## src/rtl/jise_pkg.sv

```systemverilog
`timescale 1ns / 1ps
`default_nettype none
package jise_pkg;

  // opcode encodings
  localparam logic [7:0] OP_NOP       = 8'h00;
  localparam logic [7:0] OP_ICONST_LO = 8'h02;
  localparam logic [7:0] OP_ICONST_HI = 8'h08;
  localparam logic [7:0] OP_BIPUSH    = 8'h10;
  localparam logic [7:0] OP_ILOAD     = 8'h15;
  localparam logic [7:0] OP_ILOAD_0   = 8'h1A;
  localparam logic [7:0] OP_ILOAD_3   = 8'h1D;
  localparam logic [7:0] OP_ALOAD_0   = 8'h2A;
  localparam logic [7:0] OP_ALOAD_3   = 8'h2D;
  localparam logic [7:0] OP_ISTORE_0  = 8'h3B;
  localparam logic [7:0] OP_ISTORE_3  = 8'h3E;
  localparam logic [7:0] OP_ASTORE_0  = 8'h4B;
  localparam logic [7:0] OP_ASTORE_3  = 8'h4E;
  localparam logic [7:0] OP_POP       = 8'h57;
  localparam logic [7:0] OP_POP2      = 8'h58;
  localparam logic [7:0] OP_IADD      = 8'h60;
  localparam logic [7:0] OP_ISUB      = 8'h64;
  localparam logic [7:0] OP_IMUL      = 8'h68;
  localparam logic [7:0] OP_IDIV      = 8'h6C;
  localparam logic [7:0] OP_INEG      = 8'h74;
  localparam logic [7:0] OP_IAND      = 8'h7E;

  // status codes
  localparam logic [2:0] ST_OK    = 3'd0;
  localparam logic [2:0] ST_DIV0  = 3'd1;
  localparam logic [2:0] ST_UNDER = 3'd2;
  localparam logic [2:0] ST_OVER  = 3'd3;
  localparam logic [2:0] ST_UNSUP = 3'd4;
  localparam logic [2:0] ST_LOCAL = 3'd5;

  typedef enum logic [3:0] {
    K_NOP, K_PUSH, K_LOAD, K_STORE, K_POP, K_POP2,
    K_ADD, K_SUB, K_MUL, K_DIV, K_AND, K_NEG, K_BAD
  } kind_e;

  // decoded instruction passed from front to back
  typedef struct packed {
    kind_e       kind;
    logic [31:0] imm;
    logic [7:0]  idx;
  } instr_t;

endpackage
`default_nettype wire

```

## src/rtl/jise_decode.sv

```systemverilog
`timescale 1ns / 1ps
`default_nettype none
module jise_decode
  import jise_pkg::*;
(
  input  wire logic [7:0] func_i,
  input  wire logic [7:0] operand_byte_i,
  output instr_t          instr_o
);

  // classify opcode
  always_comb begin
    instr_o.kind = K_BAD;
    instr_o.imm  = '0;
    instr_o.idx  = '0;
    if (func_i == OP_NOP) begin
      instr_o.kind = K_NOP;
    end else if (func_i >= OP_ICONST_LO && func_i <= OP_ICONST_HI) begin
      instr_o.kind = K_PUSH;
      instr_o.imm  = {24'd0, func_i} - 32'd3;
    end else if (func_i == OP_BIPUSH) begin
      instr_o.kind = K_PUSH;
      instr_o.imm  = {{24{operand_byte_i[7]}}, operand_byte_i};
    end else if (func_i == OP_ILOAD) begin
      instr_o.kind = K_LOAD;
      instr_o.idx  = operand_byte_i;
    end else if (func_i >= OP_ILOAD_0 && func_i <= OP_ILOAD_3) begin
      instr_o.kind = K_LOAD;
      instr_o.idx  = func_i - OP_ILOAD_0;
    end else if (func_i >= OP_ALOAD_0 && func_i <= OP_ALOAD_3) begin
      instr_o.kind = K_LOAD;
      instr_o.idx  = func_i - OP_ALOAD_0;
    end else if (func_i >= OP_ISTORE_0 && func_i <= OP_ISTORE_3) begin
      instr_o.kind = K_STORE;
      instr_o.idx  = func_i - OP_ISTORE_0;
    end else if (func_i >= OP_ASTORE_0 && func_i <= OP_ASTORE_3) begin
      instr_o.kind = K_STORE;
      instr_o.idx  = func_i - OP_ASTORE_0;
    end else if (func_i == OP_POP) begin
      instr_o.kind = K_POP;
    end else if (func_i == OP_POP2) begin
      instr_o.kind = K_POP2;
    end else if (func_i == OP_IADD) begin
      instr_o.kind = K_ADD;
    end else if (func_i == OP_ISUB) begin
      instr_o.kind = K_SUB;
    end else if (func_i == OP_IMUL) begin
      instr_o.kind = K_MUL;
    end else if (func_i == OP_IDIV) begin
      instr_o.kind = K_DIV;
    end else if (func_i == OP_IAND) begin
      instr_o.kind = K_AND;
    end else if (func_i == OP_INEG) begin
      instr_o.kind = K_NEG;
    end
  end

endmodule
`default_nettype wire

```

## config.mk

```make
export PLATFORM = sky130hd
export DESIGN_NAME = jise_decode
export DESIGN_NICKNAME = d
export VERILOG_FILES = /design/src/rtl/jise_pkg.sv /design/src/rtl/jise_decode.sv
export SDC_FILE = /design/constraint.sdc
export NUM_CORES = 1
export LEC_CHECK = 0
export ABC_CLOCK_PERIOD_IN_PS = 2700
export BUFFER_PORTS_ARGS = -buffer_cell sky130_fd_sc_hd__buf_2
export CORE_UTILIZATION = 43
export DETAILED_ROUTE_END_ITERATION = 12
export GPL_ROUTABILITY_DRIVEN = 1
export GPL_TIMING_DRIVEN = 0
export PLACE_DENSITY = 0.9
export SLEW_MARGIN = 20
export SYNTH_ARGS = -nofsm -noshare
export SYNTH_HDL_FRONTEND = slang
export SYNTH_SLANG_ARGS = --single-unit
```

## constraint.sdc

```tcl
create_clock -name vclk -period 2.7
set_input_delay 0.27 -clock vclk [all_inputs]
set_output_delay 0.27 -clock vclk [all_outputs]
set_load 0.02 [all_outputs]
```

==> results.py <==
metrics = {
    "pwr": {
        "switching_share": 0.610,
        "ir_drop_mv": 0.0790,
        "finalPower_mw": 0.150,
        "cellLeakagePower_nw": 0.849,
        "comb_power_share": 1.000,
        "pwr-share-seq": 0,
        "power_switching_mw": 0.0914,
        "power_density_nw_per_um2": 105,
        "power.share.clock": 0,
        "p_int_mw": 0.0584,
    },
    "detailed_routing": {
        "routed_wl_microns": 3030,
        "highest_layer": "met4",
        "firstDrtPassIters": 4,
        "route.met2.wl_microns": 1550,
        "drc": 0,
        "wl_per_cell_microns": 12.7,
        "vias": 1249,
        "drt-vias-per-instance": 5.23,
        "wl_met3_microns": 227,
        "drt_iter0_markers": 30,
        "ant_nets": 0,
        "wl_met1_microns": 1240,
    },
    "cells_and_area": {
        "register_area_sq_um": 0,
        "antennaDiodeCount": 0,
        "fill_cells": 220,
        "instances_no_fill": 239,
        "layout.nets": 237,
        "multi_input_area_sq_um": 827,
        "area_growth_syn_to_layout_pct": 34.2,
        "drive_gt1_frac": 0.488,
        "final_area_sq_um": 1420,
        "flops_and_latches": 0,
        "utilization": 0.625,
        "clkbuf_count": 0,
    },
    "min_path": {
        "min_path_cells": 4,
        "worstHoldStart": "operand_byte_i[5]",
        "hold_path_end": "instr_o[5]",
        "hp-class": "input port to primary output",
    },
    "floorplanning": {
        "fp.dieH_microns": 51.6,
        "io_pins": 60,
        "rows": 17,
        "die_area_sq_um": 2670,
        "fp.dieW_microns": 51.6,
        "core_sq_um": 2280,
        "start_util": 0.466,
    },
    "worst_setup_path": {
        "crit_path_max_fanout": 12,
        "cp.required_ns": 2.43,
        "end_kind": "primary output",
        "cp-start-kind": "input port",
        "worstSetupPathType": "input port to primary output",
        "cp.arrival_ns": 2.23,
    },
    "place": {
        "gp_congestion": 0.904,
        "dp_hpwl_microns": 2450,
        "io_buffers": 60,
        "placedCellCount": 238,
        "dp_slack_ns": -0.177,
        "place_area_sq_um": 1400,
    },
    "sta": {
        "finalSetupViolCount": 0,
        "fin_crit_sh": 0.924,
        "worst_pin_slew_ns": 0.751,
        "fmax_mhz": 401,
        "fin_tns_setup_ns": 0,
        "grt_setup_unrepaired": "no",
        "worst_slack_ns": 0.204,
        "period_needed_ns": 2.50,
        "hold_viol": 0,
        "slew_headroom": 0.495,
        "drv_slew": 0,
        "fin_hold_ws_ns": 0.872,
    },
    "global_route": {
        "grt_pass1_wl_microns": 4600,
        "grt_overflow": 0,
        "grt_util_all_layers": 0.221,
        "antenna_found_initial": 0,
        "grt_pass1_vias": 1048,
        "grt_max_degree": 25,
    },
    "yosys": {
        "syn_nets": 174,
        "syn-cell-area_sq_um": 1060,
        "ys_seq_area_frac": 0,
        "ys_types": 42,
        "synthCells": 150,
        "synth_warnings": 0,
        "syn_area_per_cell_sq_um": 7.07,
    },
    "job": {
        "cap_violations": 0,
    },
    "run_status": {
        "run_status": "complete, no violations",
    },
    "clocking": {
        "ctsHoldBuffers": 0,
    },
}
==> cell families after synthesis <==
logic type,after synthesis,share of synthesized area
AO/OA/AOI/OAI,33,0.246
multiplexers,6,0.0661
adder cells (fa/ha/maj),8,0.0945
buffers and inverters,38,0.246
AND/OR/NAND/NOR,63,0.332
XOR/XNOR,2,0.0165
==> layout make-up <==
type | instances | share of cell area
timing repair buffer | 60 | 0.211
tap | 28 | 0.0246
multi-input combinational | 113 | 0.581
inverter | 7 | 0.0185
buffer | 31 | 0.164
==> how the worst max path moves through the flow <==
| stage | from | to |
|---|---|---|
| 2_1_floorplan | func_i[2] | instr_o[17] |
| 3_3_place_gp | func_i[2] | instr_o[26] |
| 3_5_place_dp | func_i[2] | instr_o[24] |
| 4_1_cts | func_i[1] | instr_o[24] |
| 5_1_grt | func_i[1] | instr_o[24] |
| 6_report | func_i[1] | instr_o[24] |
==> layer usage <==
metal | track usage | vias up
met1 | 0.261 | 554
met2 | 0.446 | 57
met4 | 0.0135 | 0
met5 | 0 | -
li1 | - | 635
met3 | 0.0117 | 3
==> power by group through the flow <==
stage / combinational (mW) / sequential [mW] / clock, mW
floorplan: 0.0996 / 0 / 0
detailed placement: 0.147 / 0 / 0
CTS: 0.148 / 0 / 0
finish: 0.150 / 0 / 0
global route: 0.163 / 0 / 0
global placement: 0.144 / 0 / 0
==> critical path, stage by stage <==
cell	delay (ns)
buf_2	0.17
inv_1	0.16
ha_1	0.24
inv_1	0.05
o21ai_0	0.20
nand3_2	0.14
mux2_4	0.36
a21oi_4	0.30
buf_4	0.17
buf_2	0.15
==> layout by cell type (no fill, tap or decap), drive strengths merged, types with 2 or more instances in the layout <==
cell,count
buf,91
nand2,17
a21oi,13
nor2,9
ha,8
inv,7
nor3,6
nand3,6
o21ai,5
nand4,4
nor2b,4
mux2i,4
o21a,3
o2111ai,3
o211ai,3
and2b,2
nand2b,2
and3,2
and3b,2
nor3b,2
mux2,2
nor4,2
xor2,2
or2,2
==> cells in the mapped netlist, drive strengths merged (3+ instances only) <==
master	n	area, sq um
inv	7	26.3
nor2b	4	25.0
mux2i	4	40.0
o21a	3	22.5
buf	31	234
nor2	9	33.8
o211ai	3	36.3
o21ai	5	25.0
nor3	6	41.3
nand2	17	63.8
a21oi	12	63.8
nand4	4	25.0
ha	8	100
nand3	6	40.0
o2111ai	3	26.3
==> what timing repair did <==
action / CTS / global route
setup endpoints to repair: 24 / 24
resized for setup: 1 / 1
cloned: 0 / 1
setup buffers: 0 / 0
Power figures use the tool's default switching activity.
